===== src/hdl/swrm_pkg.sv =====
// ----------------------------------------------------------------------------
// swrm_pkg
// Shared types and constants for the sliding-window RMS level meter.
// ----------------------------------------------------------------------------
package swrm_pkg;

  // Ring depth. Must be a power of two: the mean is taken with a shift.
  localparam int WINDOW_DEPTH = 1024;
  localparam int AW           = $clog2(WINDOW_DEPTH);

  localparam int SAMPLE_W = 16;
  localparam int LEVEL_W  = 16;
  localparam int SQ_W     = 31;   // Q1.30 square of a Q1.15 sample
  localparam int SUM_W    = 41;   // Q11.30 sum of squares

  // Radicand of the square root: sum / window, padded to an even width and
  // never narrower than twice the level, so the root can always hold 1.0
  localparam int RAD_BITS = SUM_W - AW;
  localparam int RAD_W    = (RAD_BITS > 2 * LEVEL_W) ? RAD_BITS + (RAD_BITS % 2)
                                                     : 2 * LEVEL_W;
  localparam int ROOT_W = RAD_W / 2;
  localparam int REM_W  = ROOT_W + 2;
  localparam int CNT_W  = $clog2(ROOT_W);

  localparam logic [SUM_W-1:0]   SUM_MAX      = {SUM_W{1'b1}};
  localparam logic [SUM_W-1:0]   THRESH_RESET = SUM_W'(1073742);  // 0.001 in Q11.30
  localparam logic [LEVEL_W-1:0] LEVEL_ONE    = LEVEL_W'(32768);  // 1.0 in Q1.15

  // Request into the square root unit
  typedef struct packed {
    logic             start;
    logic [RAD_W-1:0] radicand;
  } swrm_sqrt_req_t;

  // Status and result of the square root unit
  typedef struct packed {
    logic              done;
    logic [ROOT_W-1:0] root;
  } swrm_sqrt_rsp_t;

endpackage


===== src/hdl/swrm_sqrt.sv =====
// ----------------------------------------------------------------------------
// swrm_sqrt
// Iterative integer square root, one result bit per cycle (restoring method).
// ----------------------------------------------------------------------------
module swrm_sqrt import swrm_pkg::*; (
  input  logic           clk,
  input  logic           rst,
  input  swrm_sqrt_req_t req,
  output swrm_sqrt_rsp_t rsp
);

  logic             busy;
  logic             done;
  logic [CNT_W-1:0] cnt;
  logic [RAD_W-1:0] rad;
  logic [REM_W-1:0] rem;
  logic [ROOT_W-1:0] root;

  logic [REM_W+1:0] cand;
  logic [REM_W+1:0] trial;
  logic [REM_W+1:0] diff;

  // One digit step: bring down two radicand bits, try subtracting 4*root+1
  always_comb begin
    cand  = {rem, rad[RAD_W-1 -: 2]};
    trial = (REM_W+2)'({root, 2'b01});
    diff  = cand - trial;
  end

  always_ff @(posedge clk) begin
    if (rst) begin
      busy <= 1'b0;
      done <= 1'b0;
      cnt  <= '0;
    end else if (req.start) begin
      busy <= 1'b1;
      done <= 1'b0;
      cnt  <= '0;
      rad  <= req.radicand;
      rem  <= '0;
      root <= '0;
    end else if (busy) begin
      rad <= rad << 2;
      if (cand >= trial) begin
        rem  <= diff[REM_W-1:0];
        root <= {root[ROOT_W-2:0], 1'b1};
      end else begin
        rem  <= cand[REM_W-1:0];
        root <= {root[ROOT_W-2:0], 1'b0};
      end
      cnt <= cnt + 1'b1;
      if (cnt == CNT_W'(ROOT_W - 1)) begin
        busy <= 1'b0;
        done <= 1'b1;
      end
    end
  end

  assign rsp.done = done;
  assign rsp.root = root;

endmodule


===== config.mk =====
export PLATFORM = sky130hd
export DESIGN_NAME = swrm_sqrt
export DESIGN_NICKNAME = d
export VERILOG_FILES = /design/src/hdl/swrm_pkg.sv /design/src/hdl/swrm_sqrt.sv
export SDC_FILE = /design/constraint.sdc
export NUM_CORES = 1
export LEC_CHECK = 0
export BUFFER_PORTS_ARGS = -buffer_cell sky130_fd_sc_hd__buf_2
export CAP_MARGIN = 20
export CORE_MARGIN = 2
export CORE_UTILIZATION = 58
export DETAILED_ROUTE_END_ITERATION = 8
export PLACE_DENSITY = 0.9
export SYNTH_ARGS = -nofsm -noshare
export SYNTH_HDL_FRONTEND = slang
export SYNTH_SLANG_ARGS = --single-unit

===== constraint.sdc =====
create_clock -name clk -period 5.5 [get_ports clk]
set_clock_uncertainty 0.05 [all_clocks]
set_input_delay 0.275 -clock clk [delete_from_list [all_inputs] [get_ports clk]]
set_output_delay 0.275 -clock clk [all_outputs]
set_load 0.02 [all_outputs]

# [After elaboration in Yosys (flattened, before gate mapping)]
# Index checks and enable logic that the tools add are counted.
[word_totals] memories=0 out_inout_bits=17 inputBits=35 wordCells=24 ramBits=0 romBits=0 register_bits=72 latchBits=0
[op_classes] eq_ne=1 bitwise=1 n_div=0 n_addsub=2 mul=0 n_reduce_logical=4 muxes=9 n_lt_le_gt_ge=1 shift=0
[ops] op="$mux 32" n=2
[ops] op="$mux 18" n=2
[ops] op="$ge 20x18->1" n=1
[ops] op="$sub 18x18->18" n=1
[ops] op="$mux 16" n=1
[ops] op="$add 4x1->4 const B" n=1
[ops] op="$eq 4x4->1 const B" n=1
[ops] op="$mux 1" n=4
[ops] op="$reduce_and 2->1" n=2
[ops] op="$reduce_bool 2->1" n=1
[ops] op="$reduce_or 2->1" n=1
[ops] op="$not 1->1" n=1

# [Depth between registers and ports, before layout]
# Gate-level depths: netlist (run 1).
[depth] word_depth=4 ltp_mapped=12 depth_no_buf=9

# [Worst setup path after synthesis (run 1)]
# No wires, ideal clock.
[synth_timing] path_type="input -> register" start="input port req[32] (netlist name)" end="register rad[0], enable pin" slack_ns=1.226 required_time_ns=4.958 t_arrival_ns=3.732 setup_time_ns=0.492 path_buffers=2 cell_stages=4 cell_sequence="clkbuf_1 > clkbuf_1 > nor2_1 > nor2_1"
[synth_between] elab_chain_cells=2
[synth_rtl] item="start, declared" line="swrm_sqrt.sv:8" source="input swrm_sqrt_req_t req,"
[synth_rtl] item="$reduce_bool 2->1 (no line)"
[synth_rtl] item="$reduce_and 2->1 (no line)"
[synth_rtl] item="end signal, assigned" line="swrm_sqrt.sv:39" source="rad <= req.radicand;"
[synth_rtl] item="end signal, assigned" line="swrm_sqrt.sv:43" source="rad <= rad << 2;"
[synth_rtl] item="end, declared" line="swrm_sqrt.sv:15" source="logic [RAD_W-1:0] rad;"
# No other way between the ends.
# A chain may end at the register's enable or synchronous reset.

# [Final worst setup path (run 1)]
[layout_timing] start="register root[3]" end="register rem[3] (data pin)"
[layout_between] elab_chain_cells=3
[layout_rtl] item="start, declared" line="swrm_sqrt.sv:17" source="logic [ROOT_W-1:0] root;"
[layout_rtl] item="start signal, assigned" line="swrm_sqrt.sv:46" source="root <= {root[ROOT_W-2:0], 1'b1};"
[layout_rtl] item="start signal, assigned" line="swrm_sqrt.sv:49" source="root <= {root[ROOT_W-2:0], 1'b0};"
[layout_rtl] item="$ge 20x18->1" line="swrm_sqrt.sv:44" source="if (cand >= trial) begin"
[layout_rtl] item="$mux 18" line="swrm_sqrt.sv:44"
[layout_rtl] item="$mux 18" line="swrm_sqrt.sv:42" source="end else if (busy) begin"
[layout_rtl] item="end signal, assigned" line="swrm_sqrt.sv:45" source="rem <= diff[REM_W-1:0];"
[layout_rtl] item="end signal, assigned" line="swrm_sqrt.sv:48" source="rem <= cand[REM_W-1:0];"
[layout_rtl] item="end, declared" line="swrm_sqrt.sv:16" source="logic [REM_W-1:0] rem;"
# No other way between the ends. The select of a mux whose other input is x is not followed.

==> results.sh, run 1 <==
export IMPL_outcome="complete, no violations"
export IMPL_grt_ovfl_total=0
export IMPL_fraction_of_the_mapped_netlist_area_in_adder_cells_pct=6.11
export IMPL_post_synth_mux_area_share_pct=11.8
export IMPL_synth_cells=330
export IMPL_top_flip_flop_cell_by_instance_count_after_synthesis="edfxtp_1"
export IMPL_antenna_cells_inserted=0
export IMPL_worstReg2RegStart="root[3]"
export IMPL_clock_latency_on_the_worst_skew_pair_ns=0.35
export IMPL_leakage_nw=1.74
export IMPL_synth_compound_area_share_pct=9.39
export IMPL_gp_weighted_congestion=0.891
export IMPL_peakVddDrop_mv=0.209
export IMPL_drv_max_cap_violation_count=0
export IMPL_hold_slack_ns=0.137
export IMPL_timing_critical_path_required_ns=5.52
export IMPL_cts_sinks=72
export IMPL_drt_total_wl_um=7340
export IMPL_worst_setup_path_start_kind="register"
export IMPL_totalPowerFinal_w=0.00143
export IMPL_synthesis_area_per_instance_um2=11.8
export IMPL_hpwlAfterDp_um=5120
export IMPL_htree_levels=3
export IMPL_criticalPathCategory="register to register"
export IMPL_cts_reportedPaths_clkPinSlew_ns=0.09
export IMPL_cts_hold_buffers=0
export IMPL_critical_path_max_fanout=16
export IMPL_drtIter0Drc=150
export IMPL_clockBufferDepth=2
export IMPL_main_combinational_cell_family_by_area_after_synthesis="multiplexers"
export IMPL_cells_taking_the_most_area_after_synthesis="edfxtp_1, mux2_2, ha_1, nor2_1, dfxtp_1"
export IMPL_hold_path_class="input pin to register"
export IMPL_die_h_um=85.9
export IMPL_post_route_util_pct=68.2
export IMPL_worst_slew_pin_transition_ns=0.757
export IMPL_tritoncts="yes"
export IMPL_worst_path_max_delay_cell="ha_1"
export IMPL_ys_seq_elements=72
export IMPL_dp_cells=446
export IMPL_io_buffers=51
export IMPL_drive_above_1_share_pct=27.5
export IMPL_finalHoldViolCount=0
export IMPL_crit_family="compound AO/OA/AOI/OAI gates"
export IMPL_most_common_layout_cells="edfxtp_1, buf_2, nor2_1"
export IMPL_power_density_nw_per_um2=326
export IMPL_reg2reg_depth=10
export IMPL_timing_critical_path_slowest_cell_delay_ns=0.37
export IMPL_post_cts_setup_buffers=0
export IMPL_total_via_count_after_detailed_routing=2717
export IMPL_postSynthNetCount=384
export IMPL_netlist_area_leader_share_pct=50.9
export IMPL_instance_count_on_the_critical_path=10
export IMPL_drtAntennaViolNets=0
export IMPL_layout_commonest_cell="edfxtp_1"
export IMPL_synth_xor_xnor_area_share_pct=3.83
export IMPL_core_area_um2=6420
export IMPL_finalNetCount=435
export IMPL_fin_setup_tns_ns=0
export IMPL_synth_top_area_cell="edfxtp_1"
export IMPL_endpoint_kind="register"
export IMPL_worst_path_buf_inv=2
export IMPL_achievable_frequency_ghz=0.357
export IMPL_critPathLaunch="root[3]"
export IMPL_dr_pass1_iters=7
export IMPL_layout_area_overhead_vs_synth_pct=12.6
export IMPL_post_drt_via_cell_ratio=5.87
export IMPL_report_final_setup_viol=0
export IMPL_die_width_um=85.9
export IMPL_grt_pass1_wl_um=11900
export IMPL_worst_setup_path_endpoint="rem[3]"
export IMPL_fin_cells=463
export IMPL_grt_use_total_pct=20.7
export IMPL_cts_root_buf="clkbuf_8"
export IMPL_tritoncts_num_buffers=9
export IMPL_synthesis_yosys_warnings=0
export IMPL_timing_final_crit_share_pct=50.9
export IMPL_row_count=29
export IMPL_report_final_slew_viol_count=0
export IMPL_synthArstFlopShare_pct=0
export IMPL_netlist_area_um2=3890
export IMPL_worst_slew_margin_rel_pct=49.5
export IMPL_ctsResizeCount=0
export IMPL_synth_simple_area_share_pct=10.6
export IMPL_post_route_drc_count=0
export IMPL_unrepaired_setup_endpoints_after_global_routing="no"
export IMPL_top_level_ports=52
export IMPL_grt_start_max_net_pins=73
export IMPL_synth_edff_count=66
export IMPL_cp_cell_sequence="inv_1, ha_1, a21oi_1, nand2_1, o21a_4, a21o_1, o21ai_2, buf_8, mux2i_1, nor2_1"
export IMPL_floorplan_initialDensity_pct=60.6
export IMPL_layout_min_cycle_time_ns=2.80
export IMPL_wl_per_cell_um=15.9
export IMPL_worstPathArrival_ns=2.82
export IMPL_rrSetupSlack_ns=2.70
export IMPL_ys_types=48
export IMPL_rr_endpoint="rem[3]"
export IMPL_synth_seq_area_share_pct=54.0
export IMPL_die_area_um2=7380
export IMPL_antenna_violations_before_repair=0
export IMPL_grt_pass1_vias=2594
-- per-stage QoR --
| step | area (um2) | setup slack [ns] |
|---|---|---|
| floorplan | 3890 | 1.23 |
| global placement | 4180 | 2.50 |
| detailed placement | 4180 | 2.35 |
| CTS | 4370 | 2.35 |
| global route | 4380 | 2.58 |
| finish | 4380 | 2.70 |
-- sequential cells by signal, indices dropped and copies added, names as in the netlist --
signal,count
done,1
rad,32
cnt,4
rem,18
root,16
busy,1
-- power breakdown --
group	leakage (nW)	internal, W	switching (W)
logic	0.962	0.000156	0.000202
clock network	0.0892	0.000173	0.000224
registers	0.687	0.000654	0.0000198
total	1.74	0.000984	0.000445
-- how the worst min path moves through the flow --
| stage | startpoint | end | slack [ns] | cells past startpoint |
|---|---|---|---|---|
| 2_1_floorplan | rst | cnt[0] | 0.30 | 1 |
| 3_3_place_gp | cnt[3] | busy | 0.47 | 2 |
| 3_5_place_dp | done | done | 0.48 | 2 |
| 4_1_cts | rst | cnt[0] | 0.13 | 2 |
| 5_1_grt | req[0] | rad[0] | 0.15 | 2 |
| 6_report | rst | cnt[0] | 0.14 | 2 |
-- cell families (layout without fill, tap and decap cells) --
family / Yosys count / after routing
flops: 72 / 72
compound gates: 55 / 55
fa+ha+maj: 19 / 19
mux: 42 / 42
simple gates: 89 / 89
xor+xnor: 17 / 17
buf+inv: 36 / 92
-- synth_stat cells (5+ instances only) --
master,n
ha_1,19
o21ai_0,10
nor2_1,37
nor3_1,11
o211ai_1,5
mux2i_1,12
clkbuf_1,8
inv_1,22
dfxtp_1,6
xnor2_1,11
xor2_1,6
mux2_2,30
nand2_1,16
edfxtp_1,66
a21oi_1,17
-- layout make-up --
| class | instances | area, um2 |
|---|---|---|
| Inverter | 22 | 82.6 |
| Clock buffer | 9 | 124 |
| Multi-Input combinational cell | 222 | 1630 |
| Clock inverter | 7 | 61.3 |
| Sequential cell | 72 | 2100 |
| Timing Repair Buffer | 54 | 285 |
| Fill cell | 470 | 2040 |
| Tap cell | 77 | 96.3 |
-- routing by layer --
| metal | GRT usage, % | up-vias | part of all wire [%] |
|---|---|---|---|
| met2 | 34.7 | 100 | 48 |
| met1 | 25.7 | 1292 | 44 |
| met5 | 0 | - | 0 |
| li1 | - | 1309 | - |
| met4 | 6.64 | 0 | 1.8 |
| met3 | 6.35 | 16 | 6.6 |
No activity file was read; power rests on OpenSTA's default activity.
==> run 2: changes to the inputs <==
--- a/config.mk
+++ b/config.mk
@@ -8,9 +8,9 @@
 export BUFFER_PORTS_ARGS = -buffer_cell sky130_fd_sc_hd__buf_2
 export CAP_MARGIN = 20
 export CORE_MARGIN = 2
-export CORE_UTILIZATION = 58
+export CORE_UTILIZATION = 52
 export DETAILED_ROUTE_END_ITERATION = 8
-export PLACE_DENSITY = 0.9
+export PLACE_DENSITY = 0.86
 export SYNTH_ARGS = -nofsm -noshare
 export SYNTH_HDL_FRONTEND = slang
 export SYNTH_SLANG_ARGS = --single-unit
==> constraint.sdc (replaced) <==
create_clock -name clk -period 2.4 [get_ports clk]
set_clock_uncertainty 0.05 [all_clocks]
set_input_delay 0.12 -clock clk [delete_from_list [all_inputs] [get_ports clk]]
set_output_delay 0.12 -clock clk [all_outputs]
set_load 0.02 [all_outputs]
==> results.sh, run 2 (same netlist as run 1, synthesis figures left out) <==
export IMPL_outcome="complete, but fails checks"
export IMPL_failed_checks="negative setup slack"
export IMPL_largest_registers="rad x32, rem x18, root x16"
export IMPL_worstReg2RegStart="rem[1]"
export IMPL_worstPathArrival_ns=2.44
export IMPL_grtUsageMet3_pct=6.09
export IMPL_tritoncts_num_buffers=9
export IMPL_cts_reportedPaths_clkPinSlew_ns=0.08
export IMPL_use_met2_pct=33.2
export IMPL_drtAntennaViolNets=0
export IMPL_antenna_violations_before_repair=0
export IMPL_drtIter0Drc=182
export IMPL_hold_slack_ns=0.0136
export IMPL_gp_weighted_congestion=0.860
export IMPL_worst_slew_pin_transition_ns=0.504
export IMPL_dp_cells=484
export IMPL_largest_reg_flops=32
export IMPL_leakage_nw=1.89
export IMPL_grt_pass1_vias=2760
export IMPL_endpoint_kind="register"
export IMPL_finalHoldViolCount=0
export IMPL_timing_critical_path_required_ns=2.44
export IMPL_die_width_um=90.5
export IMPL_layout_commonest_cell="edfxtp_1"
export IMPL_hold_path_startpoint="req[24]"
export IMPL_wl_per_cell_um=15.7
export IMPL_drv_max_cap_violation_count=0
export IMPL_grt_pass1_wl_um=12900
export IMPL_top_level_ports=52
export IMPL_row_count=31
export IMPL_core_area_um2=7250
export IMPL_tritoncts="yes"
export IMPL_fin_cells=516
export IMPL_timing_final_crit_share_pct=100
export IMPL_antenna_cells_inserted=0
export IMPL_most_common_layout_cells="edfxtp_1, buf_2, nor2_1"
export IMPL_unrepaired_setup_endpoints_after_global_routing="yes"
export IMPL_critical_path_max_fanout=6
export IMPL_total_via_count_after_detailed_routing=2824
export IMPL_die_area_um2=8190
export IMPL_report_final_setup_viol=1
export IMPL_io_buffers=51
export IMPL_layout_min_cycle_time_ns=2.40
export IMPL_finalNetCount=466
export IMPL_floorplan_initialDensity_pct=53.6
export IMPL_power_density_nw_per_um2=734
export IMPL_htree_levels=3
export IMPL_grt_ovfl_total=0
export IMPL_cts_sinks=72
export IMPL_clock_latency_on_the_worst_skew_pair_ns=0.35
export IMPL_largest_register="rad"
export IMPL_worst_setup_path_start_kind="register"
export IMPL_report_final_slew_viol_count=0
export IMPL_die_h_um=90.5
export IMPL_fin_ws_ns=-0.00167
export IMPL_grt_use_total_pct=19.9
export IMPL_achievable_frequency_ghz=0.416
export IMPL_drt_total_wl_um=8120
export IMPL_layout_area_overhead_vs_synth_pct=24.6
export IMPL_peakVddDrop_mv=0.454
export IMPL_critPathLaunch="rem[1]"
export IMPL_drive_above_1_share_pct=36.7
export IMPL_use_met1_pct=24.1
export IMPL_clockBufferDepth=2
export IMPL_hold_path_class="input pin to register"
export IMPL_grt_busiest_layer="met2"
export IMPL_cts_root_buf="clkbuf_8"
export IMPL_post_drt_via_cell_ratio=5.47
export IMPL_worst_slew_margin_rel_pct=66.4
export IMPL_criticalPathCategory="register to register"
export IMPL_grt_start_max_net_pins=41
export IMPL_post_route_util_pct=66.9
export IMPL_post_route_drc_count=0
export IMPL_totalPowerFinal_w=0.00356
export IMPL_hpwlAfterDp_um=5350
export IMPL_dr_pass1_iters=5
## run 2: cell count changes in the layout (fill, tap and decap cells not counted), sizes merged
cell | previous run | this run
dlygate4sd3 | 0 | 8
bufinv | 0 | 1
buf | 54 | 77
clkbuf | 9 | 11
inv | 27 | 24
## run 2: timing repair
item,CTS,global route
resized for setup,5,23
setup buffers,0,8
pin swaps,4,12
endpoints found under the setup margin,7,18
hold buffers,8,0
hold endpoints to repair,12,0
## run 2: final cells by class
type                            instances  area, um2
Clock inverter                          5       62.6
Sequential cell                        72       2100
Clock buffer                           11        141
Multi-Input combinational cell        222       1800
Timing Repair Buffer                   85        542
Tap cell                               99        124
Inverter                               22       82.6
Fill cell                             559       2400
## run 2: final timing paths
kind	to	slack (ns)	depth (start not counted)
worst min register to register	busy	0.49	2
worst max-delay path	rem[6]	-0.002	9
worst max register to register	rem[6]	-0.002	9
worst min-delay path	rad[24]	0.01	2
## run 2: power by group
part,total [W],internal (W),switching [W]
Combinational,0.00101,0.000492,0.000517
Sequential,0.00155,0.00150,0.0000535
Clock,0.000996,0.000516,0.000480
Total,0.00356,0.00251,0.00105
## run 2: metal layers
metal | vias to the layer above | wire length [um] | part of all wire, %
li1 | 1365 | - | -
met1 | 1363 | 3400 | 42
met2 | 82 | 4120 | 51
met3 | 14 | 456 | 5.6
met4 | 0 | 141 | 1.7
met5 | - | 0 | 0
## run 2: metrics by stage
| stage | setup WS [ns] | cell area, um2 | setup TNS, ns |
|---|---|---|---|
| floorplan | -0.0473 | 3950 | -0.189 |
| global placement | -0.0547 | 4380 | -0.0888 |
| detailed placement | -0.0201 | 4380 | -0.0284 |
| CTS | 0.00398 | 4690 | 0 |
| global route | -0.0946 | 4850 | -0.995 |
| finish | -0.00167 | 4850 | -0.00167 |
## run 2: worst max-delay path, stage by stage, from the launching register on
cell and delay, ns:
edfxtp_1 0.45, ha_4 0.29, o211ai_1 0.20, a21oi_2 0.08, o21a_4 0.20, a21o_1 0.19, o21ai_4 0.23, buf_6 0.17
mux2i_1 0.22, nor2_1 0.07
